--- config.mk ---
export PLATFORM = sky130hd
export DESIGN_NAME = form_post_url_encoder_core
export DESIGN_NICKNAME = d
export VERILOG_FILES = /design/src/sv/fupe_pkg.sv /design/src/sv/fupe_front.sv /design/src/sv/fupe_fifo.sv /design/src/sv/fupe_back.sv /design/src/sv/form_post_url_encoder_core.sv
export SDC_FILE = /design/constraint.sdc
export NUM_CORES = 1
export LEC_CHECK = 0
export ABC_AREA = 1
export BUFFER_PORTS_ARGS = -buffer_cell sky130_fd_sc_hd__buf_4
export CORE_ASPECT_RATIO = 0.7
export CORE_MARGIN = 2
export CORE_UTILIZATION = 50
export DETAILED_ROUTE_END_ITERATION = 16
export GPL_TIMING_DRIVEN = 0
export PLACE_DENSITY_LB_ADDON = 0.2
export SYNTH_ARGS = -nofsm -noshare
export SYNTH_HDL_FRONTEND = slang
export SYNTH_SLANG_ARGS = --single-unit
--- constraint.sdc ---
create_clock -name clk -period 4.8 [get_ports clk]
set_clock_uncertainty 0.05 [all_clocks]
set_input_delay 0.72 -clock clk [delete_from_list [all_inputs] [get_ports clk]]
set_output_delay 0.72 -clock clk [all_outputs]
set_load 0.01 [all_outputs]
--- src/sv/fupe_pkg.sv ---
// Shared types and helpers for the form-post URL encoder.
// Holds the item kind, the queue entry layout and the character/encoding functions.
// No dependencies.
package fupe_pkg;

	// What the front end decided one input byte expands into
	typedef enum logic [1:0] {
		KIND_BYTE = 2'd0,  // URL-encode the byte itself
		KIND_LT   = 2'd1,  // "&lt;"
		KIND_GT   = 2'd2,  // "&gt;"
		KIND_QUOT = 2'd3   // "&quot;"
	} kind_t;

	typedef struct packed {
		kind_t      kind;
		logic [7:0] data;
	} entry_t;

	localparam logic [7:0] CH_AMP   = 8'h26;
	localparam logic [7:0] CH_SEMI  = 8'h3B;
	localparam logic [7:0] CH_LT    = 8'h3C;
	localparam logic [7:0] CH_GT    = 8'h3E;
	localparam logic [7:0] CH_QUOTE = 8'h22;
	localparam logic [7:0] CH_SPACE = 8'h20;
	localparam logic [7:0] CH_PLUS  = 8'h2B;
	localparam logic [7:0] CH_PCT   = 8'h25;
	localparam logic [7:0] CH_DOT   = 8'h2E;
	localparam logic [7:0] CH_DASH  = 8'h2D;
	localparam logic [7:0] CH_UNDER = 8'h5F;

	localparam int unsigned CIDX_W = 3;

	// Index of the final character of the text for a kind
	function automatic logic [CIDX_W-1:0] last_idx(input kind_t kind);
		logic [CIDX_W-1:0] r;
		unique case (kind)
			KIND_BYTE: r = 3'd0;
			KIND_LT:   r = 3'd3;
			KIND_GT:   r = 3'd3;
			KIND_QUOT: r = 3'd5;
			default:   r = 3'd0;
		endcase
		return r;
	endfunction

	// Character number idx of the text that a kind stands for
	function automatic logic [7:0] char_at(input kind_t kind, input logic [7:0] data,
			input logic [CIDX_W-1:0] idx);
		logic [7:0] r;
		r = data;
		unique case (kind)
			KIND_BYTE: r = data;
			KIND_LT, KIND_GT: begin
				case (idx)
					3'd0:    r = CH_AMP;
					3'd1:    r = (kind == KIND_LT) ? 8'h6C : 8'h67;  // 'l' / 'g'
					3'd2:    r = 8'h74;                              // 't'
					default: r = CH_SEMI;
				endcase
			end
			KIND_QUOT: begin
				case (idx)
					3'd0:    r = CH_AMP;
					3'd1:    r = 8'h71;  // 'q'
					3'd2:    r = 8'h75;  // 'u'
					3'd3:    r = 8'h6F;  // 'o'
					3'd4:    r = 8'h74;  // 't'
					default: r = CH_SEMI;
				endcase
			end
			default: r = data;
		endcase
		return r;
	endfunction

	// Letters, digits, '.', '-' and '_' pass unchanged
	function automatic logic is_plain(input logic [7:0] b);
		return (b >= 8'h30 && b <= 8'h39) || (b >= 8'h41 && b <= 8'h5A) ||
			(b >= 8'h61 && b <= 8'h7A) || b == CH_DOT || b == CH_DASH ||
			b == CH_UNDER;
	endfunction

	// Uppercase hex digit
	function automatic logic [7:0] hex_digit(input logic [3:0] n);
		return (n < 4'd10) ? (8'h30 + {4'd0, n}) : (8'h37 + {4'd0, n});
	endfunction

	// Lead byte ranges of the double-byte encoding
	function automatic logic is_lead(input logic [7:0] b);
		return (b >= 8'h81 && b <= 8'h9F) || (b >= 8'hE0 && b <= 8'hEF);
	endfunction

endpackage

--- src/sv/fupe_front.sv ---
// Front end: accepts input bytes, tracks double-byte state and classifies each byte.
// Depends on fupe_pkg.
module fupe_front (
	input  logic            clk,
	input  logic            arst_n,
	input  logic            in_valid,
	input  logic [7:0]      in_byte,
	input  logic            in_eos,
	input  logic            in_take,
	output fupe_pkg::entry_t entry
);
	import fupe_pkg::*;

	logic trail_q;
	logic trail_d;

	always_comb begin
		entry.data = in_byte;
		entry.kind = KIND_BYTE;
		trail_d    = 1'b0;
		if (trail_q) begin
			trail_d = 1'b0;
		end else if (is_lead(in_byte)) begin
			trail_d = 1'b1;
		end else if (in_byte == CH_LT) begin
			entry.kind = KIND_LT;
		end else if (in_byte == CH_GT) begin
			entry.kind = KIND_GT;
		end else if (in_byte == CH_QUOTE) begin
			entry.kind = KIND_QUOT;
		end
		// end of string drops any pending trail byte
		if (in_eos) begin
			trail_d = 1'b0;
		end
	end

	always_ff @(posedge clk or negedge arst_n) begin
		if (!arst_n) begin
			trail_q <= 1'b0;
		end else if (in_valid && in_take) begin
			trail_q <= trail_d;
		end
	end

endmodule

--- src/sv/fupe_fifo.sv ---
// Short queue of classified entries between front and back end.
// Depends on fupe_pkg.
module fupe_fifo #(
	parameter int unsigned DEPTH = 4
) (
	input  logic             clk,
	input  logic             arst_n,
	input  logic             push,
	input  fupe_pkg::entry_t push_entry,
	output logic             full,
	input  logic             pop,
	output logic             not_empty,
	output fupe_pkg::entry_t head
);
	import fupe_pkg::*;

	localparam int unsigned PTR_W = (DEPTH > 1) ? $clog2(DEPTH) : 1;
	localparam int unsigned CNT_W = $clog2(DEPTH + 1);
	localparam logic [PTR_W-1:0] PTR_LAST = PTR_W'(DEPTH - 1);
	localparam logic [CNT_W-1:0] CNT_FULL = CNT_W'(DEPTH);

	entry_t           mem_q [DEPTH];
	logic [PTR_W-1:0] wr_q;
	logic [PTR_W-1:0] rd_q;
	logic [CNT_W-1:0] cnt_q;

	assign full      = (cnt_q == CNT_FULL);
	assign not_empty = (cnt_q != '0);
	assign head      = mem_q[rd_q];

	always_ff @(posedge clk) begin
		if (push) begin
			mem_q[wr_q] <= push_entry;
		end
	end

	always_ff @(posedge clk or negedge arst_n) begin
		if (!arst_n) begin
			wr_q  <= '0;
			rd_q  <= '0;
			cnt_q <= '0;
		end else begin
			if (push) begin
				wr_q <= (wr_q == PTR_LAST) ? '0 : wr_q + 1'b1;
			end
			if (pop) begin
				rd_q <= (rd_q == PTR_LAST) ? '0 : rd_q + 1'b1;
			end
			if (push && !pop) begin
				cnt_q <= cnt_q + 1'b1;
			end else if (pop && !push) begin
				cnt_q <= cnt_q - 1'b1;
			end
		end
	end

endmodule

--- src/sv/fupe_back.sv ---
// Back end: expands one queued entry into its URL-encoded output bytes.
// Depends on fupe_pkg.
module fupe_back (
	input  logic             clk,
	input  logic             arst_n,
	input  logic             have_entry,
	input  fupe_pkg::entry_t head,
	output logic             pop,
	output logic             out_valid,
	output logic [7:0]       out_byte,
	output logic             out_last,
	input  logic             out_ready
);
	import fupe_pkg::*;

	typedef enum logic [1:0] {
		ST_FIRST,  // plain char, '+' or '%'
		ST_HI,     // high hex digit
		ST_LO      // low hex digit
	} state_t;

	state_t            state_q;
	logic [CIDX_W-1:0] cidx_q;
	logic              valid_q;
	logic [7:0]        byte_q;
	logic              last_q;

	logic [7:0] ch;
	logic       fire;
	logic       char_done;
	logic       run_done;
	logic [7:0] emit;

	assign out_valid = valid_q;
	assign out_byte  = byte_q;
	assign out_last  = last_q;

	assign fire = have_entry && (!valid_q || out_ready);
	assign ch   = char_at(head.kind, head.data, cidx_q);

	always_comb begin
		emit      = CH_PCT;
		char_done = 1'b0;
		unique case (state_q)
			ST_FIRST: begin
				if (is_plain(ch)) begin
					emit      = ch;
					char_done = 1'b1;
				end else if (ch == CH_SPACE) begin
					emit      = CH_PLUS;
					char_done = 1'b1;
				end
			end
			ST_HI: emit = hex_digit(ch[7:4]);
			ST_LO: begin
				emit      = hex_digit(ch[3:0]);
				char_done = 1'b1;
			end
			default: emit = CH_PCT;
		endcase
	end

	assign run_done = char_done && (cidx_q == last_idx(head.kind));
	assign pop      = fire && run_done;

	always_ff @(posedge clk or negedge arst_n) begin
		if (!arst_n) begin
			state_q <= ST_FIRST;
			cidx_q  <= '0;
			valid_q <= 1'b0;
			byte_q  <= '0;
			last_q  <= 1'b0;
		end else begin
			if (fire) begin
				valid_q <= 1'b1;
				byte_q  <= emit;
				last_q  <= run_done;
				unique case (state_q)
					ST_FIRST: state_q <= char_done ? ST_FIRST : ST_HI;
					ST_HI:    state_q <= ST_LO;
					ST_LO:    state_q <= ST_FIRST;
					default:  state_q <= ST_FIRST;
				endcase
				if (run_done) begin
					cidx_q <= '0;
				end else if (char_done) begin
					cidx_q <= cidx_q + 1'b1;
				end
			end else if (out_ready) begin
				valid_q <= 1'b0;
			end
		end
	end

endmodule

--- src/sv/form_post_url_encoder_core.sv ---
// Top level of the form-post URL encoder.
// Depends on fupe_pkg, fupe_front, fupe_fifo and fupe_back.
//
// Usage:
//   Input stream (s_*): one raw byte of a double-byte-encoded string per
//   request in s_tdata[7:0]; s_tlast marks the last byte of a string.
//   Output stream (m_*): one ASCII byte per request in m_tdata[7:0];
//   m_tlast marks the final output byte produced by one input byte.
//   Expansion: letters, digits, '.', '-', '_' give 1 byte, space gives '+',
//   any other byte gives "%XY" (3 bytes). Outside a double-byte character,
//   '<' and '>' give 8 bytes ("&lt;"/"&gt;" encoded) and '"' gives 10.
//   Throughput: the back end emits one output byte per cycle while an entry
//   is queued and m_tready does not stall it, so an input byte costs 1, 3,
//   8 or 10 output bytes; the output rate sets the sustained input rate.
//   An accepted byte passes the queue write, then the output register.
//   The front end accepts while the 4-entry queue has room, so it keeps
//   taking bytes while the back end works or the receiver stalls.
//   Stall: when m_tready is low the output register holds; the back end
//   stops, the queue fills and then s_tready drops.
//   Reset: arst_n clears the double-byte state, the queue and the output
//   valid; the queue starts empty, so s_tready is high once reset is released.
module form_post_url_encoder_core #(
	parameter int unsigned FIFO_DEPTH = 4
) (
	input  logic       clk,
	input  logic       arst_n,
	// input stream
	input  logic       s_tvalid,
	output logic       s_tready,
	input  logic [7:0] s_tdata,   // [7:0] in_byte
	input  logic       s_tlast,   // end_of_string
	// output stream
	output logic       m_tvalid,
	input  logic       m_tready,
	output logic [7:0] m_tdata,   // [7:0] out_byte
	output logic       m_tlast    // last_of_run
);
	import fupe_pkg::*;

	entry_t front_entry;
	entry_t head;
	logic   q_full;
	logic   q_not_empty;
	logic   q_pop;
	logic   q_push;

	// accept whenever the queue has a free slot
	assign s_tready = !q_full;
	assign q_push   = s_tvalid && s_tready;

	// classify the byte and track the pending trail byte
	fupe_front u_front (
		.clk      (clk),
		.arst_n   (arst_n),
		.in_valid (s_tvalid),
		.in_byte  (s_tdata),
		.in_eos   (s_tlast),
		.in_take  (s_tready),
		.entry    (front_entry)
	);

	// decouple acceptance from expansion
	fupe_fifo #(
		.DEPTH (FIFO_DEPTH)
	) u_fifo (
		.clk        (clk),
		.arst_n     (arst_n),
		.push       (q_push),
		.push_entry (front_entry),
		.full       (q_full),
		.pop        (q_pop),
		.not_empty  (q_not_empty),
		.head       (head)
	);

	// expand entries, one output byte per cycle while the output is not stalled
	fupe_back u_back (
		.clk        (clk),
		.arst_n     (arst_n),
		.have_entry (q_not_empty),
		.head       (head),
		.pop        (q_pop),
		.out_valid  (m_tvalid),
		.out_byte   (m_tdata),
		.out_last   (m_tlast),
		.out_ready  (m_tready)
	);

endmodule

---- Word level (Yosys, flattened, before mapping) ----
Memories as Yosys holds them, arrays and structs flattened.
Cells that the tools add are included.
W data, S select, Z words.
storage, ports and cells
  bits in registers ....................... 23
  bits in writable memories ............... 40
  bits of input ports ..................... 13
  output and inout bits ................... 11
  logic and storage cells ................. 115
  memories ................................ 1
operators by class
  $add $sub $neg .......................... 9
  magnitude comparators ................... 12
  equality and inequality tests ........... 20
  multiplexer cells ....................... 33
  reductions and logical operators ........ 31
memories
  name          words  bits a word  read ports  clocked after Yosys merged registers in  wr ports  line             RTL
  u_fifo.mem_q  4      10           1           0                                        1         fupe_fifo.sv:22  entry_t mem_q [DEPTH];
operator list
  kind                   count
  $pmux W8 S3            3
  $eq A8 B6 Y1 const B   6
  $pmux W7 S5            1
  $add A6 B4 Y7 const A  4
  $mux W8                3
  $ge A8 B7 Y1 const B   2
  $ge A8 B8 Y1 const B   2
  $le A8 B7 Y1 const B   2
  $le A8 B8 Y1 const B   2
  $mux W2                7
  $mux W3                4
  $logic_and A1 B1 Y1    11
  $eq A2 B2 Y1 const B   5
  $mux W1                10
  $pmux W3 S3            1
  $eq A8 B7 Y1 const B   1
  $ge A8 B6 Y1 const B   1
  $le A8 B6 Y1 const B   1
  $lt A4 B4 Y1 const B   2
  $mux W4                2
  $logic_or A1 B1 Y1     7
  $add A3 B1 Y3 const B  2
  $eq A3 B2 Y1 const B   2
  $eq A3 B3 Y1 const B   2
  other kinds (14)       22

---- Logic depth before layout (Yosys ltp) ----
Gate-level depths: netlist of run 1.
An unclocked memory read counts as a cell.
  word-level depth ........................ 19
  gate-level depth with buffers ........... 30
  mapped depth without buffers ............ 27

---- Cells and area by module ----
From an unflattened synthesis of run 1, not the netlist that was laid out.
unflattened totals
  cell total of the unflattened synthesis .. 493
  area, all modules ....................... 4072.7 um^2
modules (own cells, without submodules)
  module                      times used  cells each  area an instance (um^2)  seq. area each (um^2)
  fupe_fifo                   1           169         2044.5                   1376.3
  fupe_back                   1           277         1779.2                   375.4
  fupe_front                  1           44          235.2                    25.0
  form_post_url_encoder_core  1           3           13.8                     0.0

---- Worst setup path after synthesis of run 1 ----
OpenSTA, ideal clock, no wires.
  path kind ............................... register -> register
  start ................................... register u_fifo.rd_q[0]
  end ..................................... register u_fifo.cnt_q[2]
  setup time .............................. 0.131 ns
  data arrival time ....................... 3.865 ns
  data required time ...................... 4.619 ns
  setup slack ............................. 0.754 ns
  stages on the path, launching flop included .. 30
  buffers on the path ..................... 3
  clock period less this slack ............ 4.046 ns
  path through ............................ dfrtp_1 -> buf_4 -> buf_6 -> nand2_1 -> a32oi_1 -> inv_1 -> ha_1 -> buf_2 -> nor2_1 -> o21ai_0 -> a21oi_1 -> nand2_1 -> nand2_2 -> ha_1 -> nand2_1 -> inv_1 -> nand2_1 -> nand3_1 -> nand3_1 -> nand2_2 -> inv_2 -> nor2_4 -> nand4_4 -> nand3_2 -> ha_1 -> inv_1 -> fa_1 -> a21oi_1 -> o21ai_0 -> xor2_1
on the way
  cells in the longest elaborated chain, start to end .. 19
  elaborated cells on any way between the ends .. 39
  classes of those cells .................. order compare (6); eq/ne (8); mux (8); reduce/logical (16); memory (1)
ends and longest elaborated chain
  what                                                  line                                            RTL
  from (decl)                                           fupe_fifo.sv:24                                 logic [PTR_W-1:0] rd_q;
  from (signal assigned)                                fupe_fifo.sv:47                                 rd_q <= (rd_q == PTR_LAST) ? '0 : rd_q + 1'b1;
  $mem_v2 Z4 W10 *                                      -
  $eq A2 B1 Y1                                          fupe_pkg.sv:36, fupe_pkg.sv:51, fupe_pkg.sv:56
  $mux W4                                               fupe_pkg.sv:56                                  3'd1: r = (kind == KIND_LT) ? 8'h6C : 8'h67;
  $pmux W8 S3                                           fupe_pkg.sv:54                                  case (idx)
  $pmux W8 S3                                           fupe_pkg.sv:51                                  unique case (kind)
  $ge A8 B6 Y1 (tied with other cells)                  fupe_pkg.sv:78                                  return (b >= 8'h30 && b <= 8'h39) || (b >= 8'h41 && b <= 8'h5A) ||
  $logic_and A1 B1 Y1                                   fupe_pkg.sv:78
  $logic_or A1 B1 Y1 (2 in series)                      fupe_pkg.sv:78
  $logic_or A1 B1 Y1 (3 in series)                      fupe_pkg.sv:79                                  (b >= 8'h61 && b <= 8'h7A) || b == CH_DOT || b == CH_DASH ||
  $mux W1                                               fupe_back.sv:46                                 if (is_plain(ch)) begin
  $pmux W1 S2                                           fupe_back.sv:44                                 unique case (state_q)
  $logic_and A1 B1 Y1 *                                 fupe_back.sv:63                                 assign run_done = char_done && (cidx_q == last_idx(head.kind));
  $logic_and A1 B1 Y1 *                                 fupe_back.sv:64                                 assign pop = fire && run_done;
  $logic_not A1 Y1                                      fupe_fifo.sv:49                                 if (push && !pop) begin
  $logic_and A1 B1 Y1                                   fupe_fifo.sv:49
  $mux W3 / $reduce_bool A2 Y1 (equally long branches)  -
  to (signal assigned)                                  fupe_fifo.sv:50                                 cnt_q <= cnt_q + 1'b1;
  to (signal assigned)                                  fupe_fifo.sv:52                                 cnt_q <= cnt_q - 1'b1;
  to (decl)                                             fupe_fifo.sv:25                                 logic [CNT_W-1:0] cnt_q;
Every way passes the cells marked *; elsewhere a longest branch is shown, timed or not.
A chain may end at the register's enable or synchronous reset.

---- Worst setup path in the final report of run 1 ----
Ends and elaborated chain as after synthesis.

==> results of run 1 <==
==> final timing paths <==
path	slack (ps)	from	end
max in group asynchronous	4200	arst_n	u_fifo.rd_q[0]
worst max register to register	190	u_fifo.rd_q[0]	u_fifo.cnt_q[2]
min in group clk	440	u_back.out_byte[1]	u_back.out_byte[1]
worst min register to register	440	u_back.out_byte[1]	u_back.out_byte[1]
worst min-delay path	200	arst_n	u_back.cidx_q[1]
worst max-delay path	190	u_fifo.rd_q[0]	u_fifo.cnt_q[2]
==> worst max-delay path: cells and delay by family, from the launching register on <==
family	cells	cell delay, ps
AND/OR/NAND/NOR	12	1200
buffers and inverters	8	850
flip-flops	1	450
adder cells (fa/ha/maj)	4	1040
AO/OA/AOI/OAI	5	690
XOR/XNOR	1	150
==> sequential cells by signal, indices dropped and copies added, names as in the netlist <==
| register | flops |
|---|---|
| u_fifo.mem_q | 40 |
| u_fifo.wr_q | 2 |
| u_back.out_valid | 1 |
| u_fifo.cnt_q | 3 |
| u_back.state_q | 2 |
| u_front.trail_q | 1 |
| u_back.out_last | 1 |
| u_back.cidx_q | 3 |
| u_fifo.rd_q | 2 |
| u_back.out_byte | 8 |
==> cell type report <==
class                   count  area share, %
plain buffers              12          2.319
clock buffers              10          2.815
clock inverters             6          1.546
inverters                  55          4.720
multi-input cells         337          41.21
flip-flops and latches     63          39.22
well taps                  98          2.705
repair buffers             33          5.465
==> per-layer routing <==
metal	global-route usage [%]	routed length, µm	share of wire, %
met3	4.568	586	6.6
met2	31.90	3727	42
met4	6.076	68	0.77
met5	0	0	0
met1	33.73	4434	50
==> metrics by stage <==
stage	util, %	setup slack [ps]	instance area, µm²	instances
2_1_floorplan	-	754.5	3923	467
3_3_place_gp	56.62	194.4	4218	588
3_5_place_dp	56.62	55.67	4218	588
4_1_cts	59.27	18.36	4415	604
5_1_grt	60.85	-82.41	4533	614
6_report	60.85	188.4	4533	614
==> cells by family (layout without fill, tap and decap cells) <==
kind of cell,count (synthesis),count (layout)
AND/OR/NAND/NOR,251,251
buffers and inverters,67,116
flip-flops,63,63
AO/OA/AOI/OAI,55,55
adder cells (fa/ha/maj),26,26
XOR/XNOR,5,5
==> repair_timing <==
item                                    CTS  global route
resized for setup                         0            10
endpoints found under the setup margin    0             2
setup buffers                             0            10
==> cell usage in the layout (no fill, tap or decap), drive strengths merged, types with 3 or more instances in the layout <==
master | synthesis | routed
nand4 | 10 | 10
clkinv | 1 | 5
a21oi | 23 | 23
edfxtp | 40 | 40
nand3 | 44 | 44
xnor2 | 3 | 3
nor3 | 5 | 5
clkbuf | 1 | 11
o21ai | 23 | 23
buf | 11 | 44
nand2 | 139 | 139
dfrtp | 23 | 23
nor2 | 48 | 48
inv | 54 | 55
ha | 25 | 25
or2 | 3 | 3
==> results.py, run 1 <==
metrics = {
    "place": {
        "place_congestion": 0.9734,
        "io_buffer_count": 23,
        "hpwl_um": 6431,
    },
    "worst_setup_path": {
        "cpMostUsedCell": "nand2_1",
        "required_ps": 4970,
        "cp-end-kind": "flop",
        "cp_max_fo": 10,
        "r2r_cells": 30,
        "cp_slowest_cell": "dfrtp_2",
        "worstSetupPathType": "reg2reg",
        "crit_path_max_incr_delay_ps": 450,
        "worstSetupStartpointType": "flop",
        "worstPathArrival_ps": 4780,
    },
    "synth": {
        "synth_top_area_share_pct": 30.62,
        "synth.distinct_cells": 45,
        "yosys_most_used_dff": "edfxtp_1",
        "async_flop_share_pct": 36.51,
        "synthTopCellsByArea": "edfxtp_1, dfrtp_1, nand2_1, ha_1, nand3_1",
        "syn_area_per_cell_um2": 8.399,
        "synth_fa_ha_area_share_pct": 8.485,
        "synthMuxAreaShare_pct": 0,
        "synth_xor_area_share_pct": 1.116,
        "synth-simple-area-share_pct": 29.06,
        "synth_commonest_cells": "nand2_1, inv_1, nor2_1",
        "synth_compound_area_share_pct": 8.102,
        "ys_seq_elements": 63,
        "ys_warn_count": 0,
        "syn-num-nets": 506,
        "yosysSeqAreaShare_pct": 45.30,
        "synth_most_common_cell": "nand2_1",
        "synth_area_leader_cell": "edfxtp_1",
        "syn_area_mm2": 0.003923,
        "synth_edf_count": 40,
        "synth_top_family_by_area": "simple AND/OR/NAND/NOR gates",
        "synth_cells": 467,
    },
    "clock_network": {
        "cts-hold-fix-buffers": 0,
        "cts_buffers": 9,
        "clkSlewWorstSetupHoldPaths_ps": 80,
        "clock_path_buffers": 2,
        "cts_tree": "built",
        "htree_levels": 3,
        "clkSinkCount": 63,
        "clk_latency_ps": 340,
        "cts_root_buffer": "clkbuf_8",
    },
    "timing": {
        "post-route-min-period_ps": 4612,
        "maxSlewHeadroom_pct": 33.31,
        "fmax_mhz": 216.8,
        "worst_pin_slew_ps": 996.6,
        "timing.setup.tns_ps": 0,
        "hold_viol_final": 0,
        "worst_hold_slack_ps": 204.0,
        "setup_viol": 0,
        "period_share_pct": 96.08,
        "slew_violations": 0,
    },
    "final_layout": {
        "register_area_mm2": 0.001778,
        "num_antenna_cells": 0,
        "fill_cells": 650,
        "syn_to_final_growth_pct": 15.57,
        "multiInputGateArea_mm2": 0.001868,
        "fin_nets": 550,
        "layout-drive-gt1-share_pct": 19.57,
    },
    "die": {
        "boundaryPins": 24,
        "dieArea_mm2": 0.008581,
        "core_area_mm2": 0.007450,
        "die_y_um": 78.11,
        "dieWidth_um": 109.9,
        "fp-row-count": 26,
        "initial_utilization_pct": 52.65,
    },
    "grt": {
        "grt_pass1_wl_um": 14520,
        "grt_max_degree": 24,
        "grt-ovfl-total": 0,
        "track_usage_pct": 22.19,
        "antenna_found_initial": 0,
        "first_global_vias": 2997,
    },
    "route": {
        "ant_nets": 0,
        "wire_per_inst_um": 14.36,
        "via_per_inst": 5.254,
        "drc_errors": 0,
        "routed_wl_um": 8816,
        "dr.pass1.iters": 7,
        "drtIter0Drc": 325,
        "vias": 3226,
    },
    "flow_run": {
        "maxCapViolCount": 0,
    },
    "hold_path": {
        "hp-class": "in2async",
    },
    "run_status": {
        "status": "completed",
    },
}
Power of run 1 is left out: the tool's default activity adds up to more than one toggle a clock period on the data nets, which glitch-free logic cannot reach.
==> inputs of run 2 (changes only) <==
--- a/config.mk
+++ b/config.mk
@@ -13,6 +13,7 @@
 export DETAILED_ROUTE_END_ITERATION = 16
 export GPL_TIMING_DRIVEN = 0
 export PLACE_DENSITY_LB_ADDON = 0.2
+export SKIP_LAST_GASP = 1
 export SYNTH_ARGS = -nofsm -noshare
 export SYNTH_HDL_FRONTEND = slang
 export SYNTH_SLANG_ARGS = --single-unit
==> constraint.sdc (replaced) <==
create_clock -name clk -period 4.5 [get_ports clk]
set_clock_uncertainty 0.05 [all_clocks]
set_input_delay 0.675 -clock clk [delete_from_list [all_inputs] [get_ports clk]]
set_output_delay 0.675 -clock clk [all_outputs]
set_load 0.01 [all_outputs]
==> results.py, run 2 (same netlist as run 1, synthesis figures left out) <==
metrics = {
    "worst_setup_path": {
        "r2r_cells": 29,
        "reg2reg_from": "u_fifo.rd_q[1]",
        "cp_max_fo": 10,
        "crit_path_max_incr_delay_ps": 380,
        "cpMostUsedCell": "inv_2",
        "r2r_slack_ps": 260,
        "cp_slowest_cell": "dfrtp_1",
        "worstSetupPathType": "reg2reg",
        "reg2reg_to": "u_fifo.cnt_q[2]",
        "worstSetupStartpointType": "flop",
        "cp-end-kind": "flop",
        "required_ps": 4670,
        "worstPathArrival_ps": 4410,
    },
    "clock_network": {
        "cts_tree": "built",
        "clkSlewWorstSetupHoldPaths_ps": 80,
        "cts_root_buffer": "clkbuf_8",
        "clkSinkCount": 63,
        "clock_path_buffers": 2,
        "cts_buffers": 9,
        "clk_latency_ps": 350,
        "htree_levels": 3,
    },
    "final_layout": {
        "fin_util_pct": 61.22,
        "largest-register": "u_fifo.mem_q",
        "fin_nets": 549,
        "largest_reg_flops": 40,
        "num_antenna_cells": 0,
        "syn_to_final_growth_pct": 16.27,
        "final_cell_mix": "nand2_1, inv_1, nor2_1, nand3_1, edfxtp_1",
        "design_area_mm2": 0.004561,
        "final_common_cell": "nand2_1",
        "layout-drive-gt1-share_pct": 20.78,
    },
    "run_status": {
        "status": "completed",
    },
    "place": {
        "place_congestion": 0.9734,
        "hpwl_um": 6431,
        "io_buffer_count": 23,
        "place_area_mm2": 0.004218,
    },
    "timing": {
        "fmax_mhz": 235.7,
        "maxSlewHeadroom_pct": 33.62,
        "post-route-min-period_ps": 4242,
        "period_share_pct": 94.26,
        "setup_viol": 0,
        "slew_violations": 0,
        "hold_viol_final": 0,
        "worst_pin_slew_ps": 992.0,
    },
    "route": {
        "ant_nets": 0,
        "dr.pass1.iters": 5,
        "vias": 3213,
        "drc_errors": 0,
        "drtIter0Drc": 305,
        "via_per_inst": 5.241,
        "wire_per_inst_um": 14.59,
        "routed_wl_um": 8946,
    },
    "die": {
        "dieArea_mm2": 0.008581,
        "core_area_mm2": 0.007450,
        "boundaryPins": 24,
        "dieWidth_um": 109.9,
        "die_y_um": 78.11,
        "initial_utilization_pct": 52.65,
        "fp-row-count": 26,
    },
    "flow_run": {
        "maxCapViolCount": 0,
    },
    "grt": {
        "track_usage_pct": 22.65,
        "use_met3_pct": 4.568,
        "grt_use_met2_pct": 32.70,
        "grt-ovfl-total": 0,
        "grt.busiest_layer": "met1",
        "antenna_found_initial": 0,
        "grtUsageMet1_pct": 34.42,
        "first_global_vias": 3003,
        "grt_pass1_wl_um": 14770,
        "grt_max_degree": 24,
    },
    "hold_path": {
        "hp-class": "in2async",
    },
}
## run 2: cell count changes in the layout (fill, tap and decap cells not counted), moves of 2 or more
cell / previous run / this run
inv_1: 47 / 44
buf_4: 34 / 36
buf_2: 3 / 1
inv_2: 5 / 8
## run 2: area by class of cell
cell class / count / area, µm²
Multi-Input combinational cell: 337 / 1902
Inverter: 55 / 214.0
Timing Repair Buffer: 35 / 262.8
Tap cell: 98 / 122.6
Sequential cell: 63 / 1778
Buffer: 9 / 83.83
Clock buffer: 10 / 127.6
Clock inverter: 6 / 70.07
Fill cell: 647 / 2889
## run 2: per-layer routing
layer | share of wire [%] | wire [µm]
met1 | 51 | 4556
met2 | 42 | 3758
met4 | 0.68 | 61
met5 | 0 | 0
met3 | 6.4 | 570
## run 2: how the worst max path moves through the flow
stage                               from               to  cells past startpoint
final                     u_fifo.rd_q[1]  u_fifo.cnt_q[2]                     29
after global routing      u_fifo.rd_q[1]  u_fifo.cnt_q[2]                     29
after CTS                 u_fifo.rd_q[1]  u_fifo.cnt_q[2]                     30
after detailed placement  u_fifo.rd_q[0]  u_fifo.cnt_q[2]                     29
after global placement    u_fifo.rd_q[0]  u_fifo.cnt_q[2]                     29
after floorplan           u_fifo.rd_q[0]  u_fifo.cnt_q[2]                     29
## run 2: critical path, delay by kind of cell (launching register included)
family          cells  cell delay [ps]
simple gates       11             1110
fa+ha+maj           4             1000
compound gates      6              730
buf+inv             7              680
flops               1              380
xor+xnor            1              160
## run 2: what timing repair did
| action | CTS | global route |
|---|---|---|
| hold buffers | 0 | 0 |
| gates resized for setup | 6 | 18 |
| setup buffers | 3 | 9 |
| endpoints found under the setup margin | 2 | 2 |
| pin swaps | 1 | 7 |
## run 2: stage by stage
step | hold slack [ps] | instances | TNS [ps] | setup slack, ps
4_1_cts | 168.6 | 607 | 0 | 16.04
3_5_place_dp | 423.0 | 588 | -323.2 | -244.3
6_report | 159.4 | 613 | 0 | 258.2
5_1_grt | 169.2 | 613 | -13.00 | -13.00
3_3_place_gp | 418.5 | 588 | -105.6 | -105.6
2_1_floorplan | 329.4 | 467 | 0 | 454.5
Power of run 2 is left out for the same reason.
==> inputs of run 3 (changes only) <==
--- a/config.mk
+++ b/config.mk
@@ -7,9 +7,9 @@
 export LEC_CHECK = 0
 export ABC_AREA = 1
 export BUFFER_PORTS_ARGS = -buffer_cell sky130_fd_sc_hd__buf_4
-export CORE_ASPECT_RATIO = 0.7
+export CORE_ASPECT_RATIO = 1.25
 export CORE_MARGIN = 2
-export CORE_UTILIZATION = 50
+export CORE_UTILIZATION = 61
 export DETAILED_ROUTE_END_ITERATION = 16
 export GPL_TIMING_DRIVEN = 0
 export PLACE_DENSITY_LB_ADDON = 0.2
==> results.py, run 3 (same netlist as run 1, synthesis figures left out) <==
metrics = {
    "run_status": {
        "status": "completed",
    },
    "clock_network": {
        "cts_buffers": 9,
        "cts_root_buffer": "clkbuf_8",
        "clkSinkCount": 63,
        "cts-hold-fix-buffers": 0,
        "clk_latency_ps": 340,
        "clkSlewWorstSetupHoldPaths_ps": 80,
        "clock_path_buffers": 2,
        "cts_tree": "built",
        "htree_levels": 3,
    },
    "place": {
        "io_buffer_count": 23,
        "hpwl_um": 6045,
        "place_area_mm2": 0.004202,
        "place_congestion": 0.9184,
    },
    "worst_setup_path": {
        "cp-end-kind": "flop",
        "worstSetupPathType": "reg2reg",
        "reg2reg_from": "u_fifo.rd_q[0]",
        "cp_max_fo": 19,
        "worstSetupStartpointType": "flop",
        "required_ps": 4680,
        "cp_slowest_cell": "dfrtp_2",
        "worstSetupStartpoint": "u_fifo.rd_q[0]",
        "worstPathArrival_ps": 4470,
        "crit_path_max_incr_delay_ps": 460,
    },
    "route": {
        "via_per_inst": 5.507,
        "ant_nets": 0,
        "drc_errors": 0,
        "wire_per_inst_um": 14.34,
        "vias": 3310,
        "routed_wl_um": 8621,
        "drtIter0Drc": 203,
        "dr.pass1.iters": 5,
    },
    "grt": {
        "track_usage_pct": 25.75,
        "grt_pass1_wl_um": 13690,
        "antenna_found_initial": 0,
        "grt-ovfl-total": 0,
        "first_global_vias": 2989,
        "grt_max_degree": 24,
    },
    "timing": {
        "worst_pin_slew_ps": 995.7,
        "fmax_mhz": 233.0,
        "period_share_pct": 95.38,
        "hold_viol_final": 0,
        "maxSlewHeadroom_pct": 33.38,
        "rsz0062_at_grt": "yes",
        "post-route-min-period_ps": 4292,
        "setup_viol": 0,
        "slew_violations": 0,
    },
    "final_layout": {
        "layout-drive-gt1-share_pct": 20.93,
        "final_common_cell": "nand2_1",
        "fin_nets": 550,
        "syn_to_final_growth_pct": 15.57,
        "num_antenna_cells": 0,
        "largest-register": "u_fifo.mem_q",
        "largest_reg_flops": 40,
        "final_cell_mix": "nand2_1, inv_1, nor2_1, nand3_1, edfxtp_1",
        "design_area_mm2": 0.004533,
    },
    "die": {
        "dieArea_mm2": 0.007092,
        "initial_utilization_pct": 63.21,
        "core_area_mm2": 0.006206,
        "dieWidth_um": 75.73,
        "boundaryPins": 24,
        "fp-row-count": 32,
        "die_y_um": 93.66,
    },
    "hold_path": {
        "hp-class": "in2async",
    },
    "flow_run": {
        "maxCapViolCount": 0,
    },
}
==> run 3: changes by cell type in the layout (fill, tap and decap cells not counted), sizes merged <==
cell      before  now
buf           43   42
bufinv         1    0
clkbuf        11   12
clkinv         5    4
clkinvlp       0    3
==> run 3: worst max-delay path, delay by kind of cell, from the launching register on <==
family          cells  cell delay (ps)
compound gates      5              640
xor+xnor            1              140
fa+ha+maj           4              990
buf+inv             7              710
flops               1              460
simple gates       12             1180
==> run 3: path summary, 6_finish.rpt <==
check	end	slack (ps)	depth (start not counted)
min reg2reg	u_back.out_last	460	2
max	u_fifo.cnt_q[2]	210	29
min	u_fifo.cnt_q[2]	180	1
min in group clk	u_back.out_last	460	2
max reg2reg	u_fifo.cnt_q[2]	210	29
max in group asynchronous	u_fifo.rd_q[0]	3960	1
==> run 3: cell type report <==
class	instances	area, µm²
Sequential cell	63	1778
Timing Repair Buffer	34	255.2
Clock buffer	9	123.9
Inverter	55	214.0
Clock inverter	7	48.80
Buffer	11	110.1
Tap cell	85	106.4
Multi-Input combinational cell	337	1897
Fill cell	468	1673
==> run 3: metal layers <==
layer | share of wire, % | GRT usage, % | vias to the layer above
met5 | 0 | 0 | -
li1 | - | - | 1623
met2 | 53 | 45.22 | 104
met3 | 3.5 | 3.970 | 15
met4 | 1.9 | 7.895 | 0
met1 | 41 | 31.99 | 1568
==> run 3: through the flow <==
| step | instances | utilization, % | hold WS, ps | setup WS, ps | setup TNS [ps] |
|---|---|---|---|---|---|
| final | 601 | 73.04 | 178.7 | 207.7 | 0 |
| after global routing | 601 | 73.04 | 195.4 | -27.84 | -27.84 |
| after CTS | 594 | 71.31 | 182.4 | 43.07 | 0 |
| after detailed placement | 575 | 67.70 | 434.7 | -209.0 | -260.3 |
| after global placement | 575 | 67.70 | 419.4 | -133.7 | -133.7 |
| after floorplan | 467 | - | 329.4 | 454.5 | 0 |
==> run 3: what timing repair did <==
item,in CTS,in global routing
pin swaps,2,7
setup endpoints to repair,2,2
resized for setup,5,21
setup buffers,3,8
Power of run 3 is left out for the same reason.
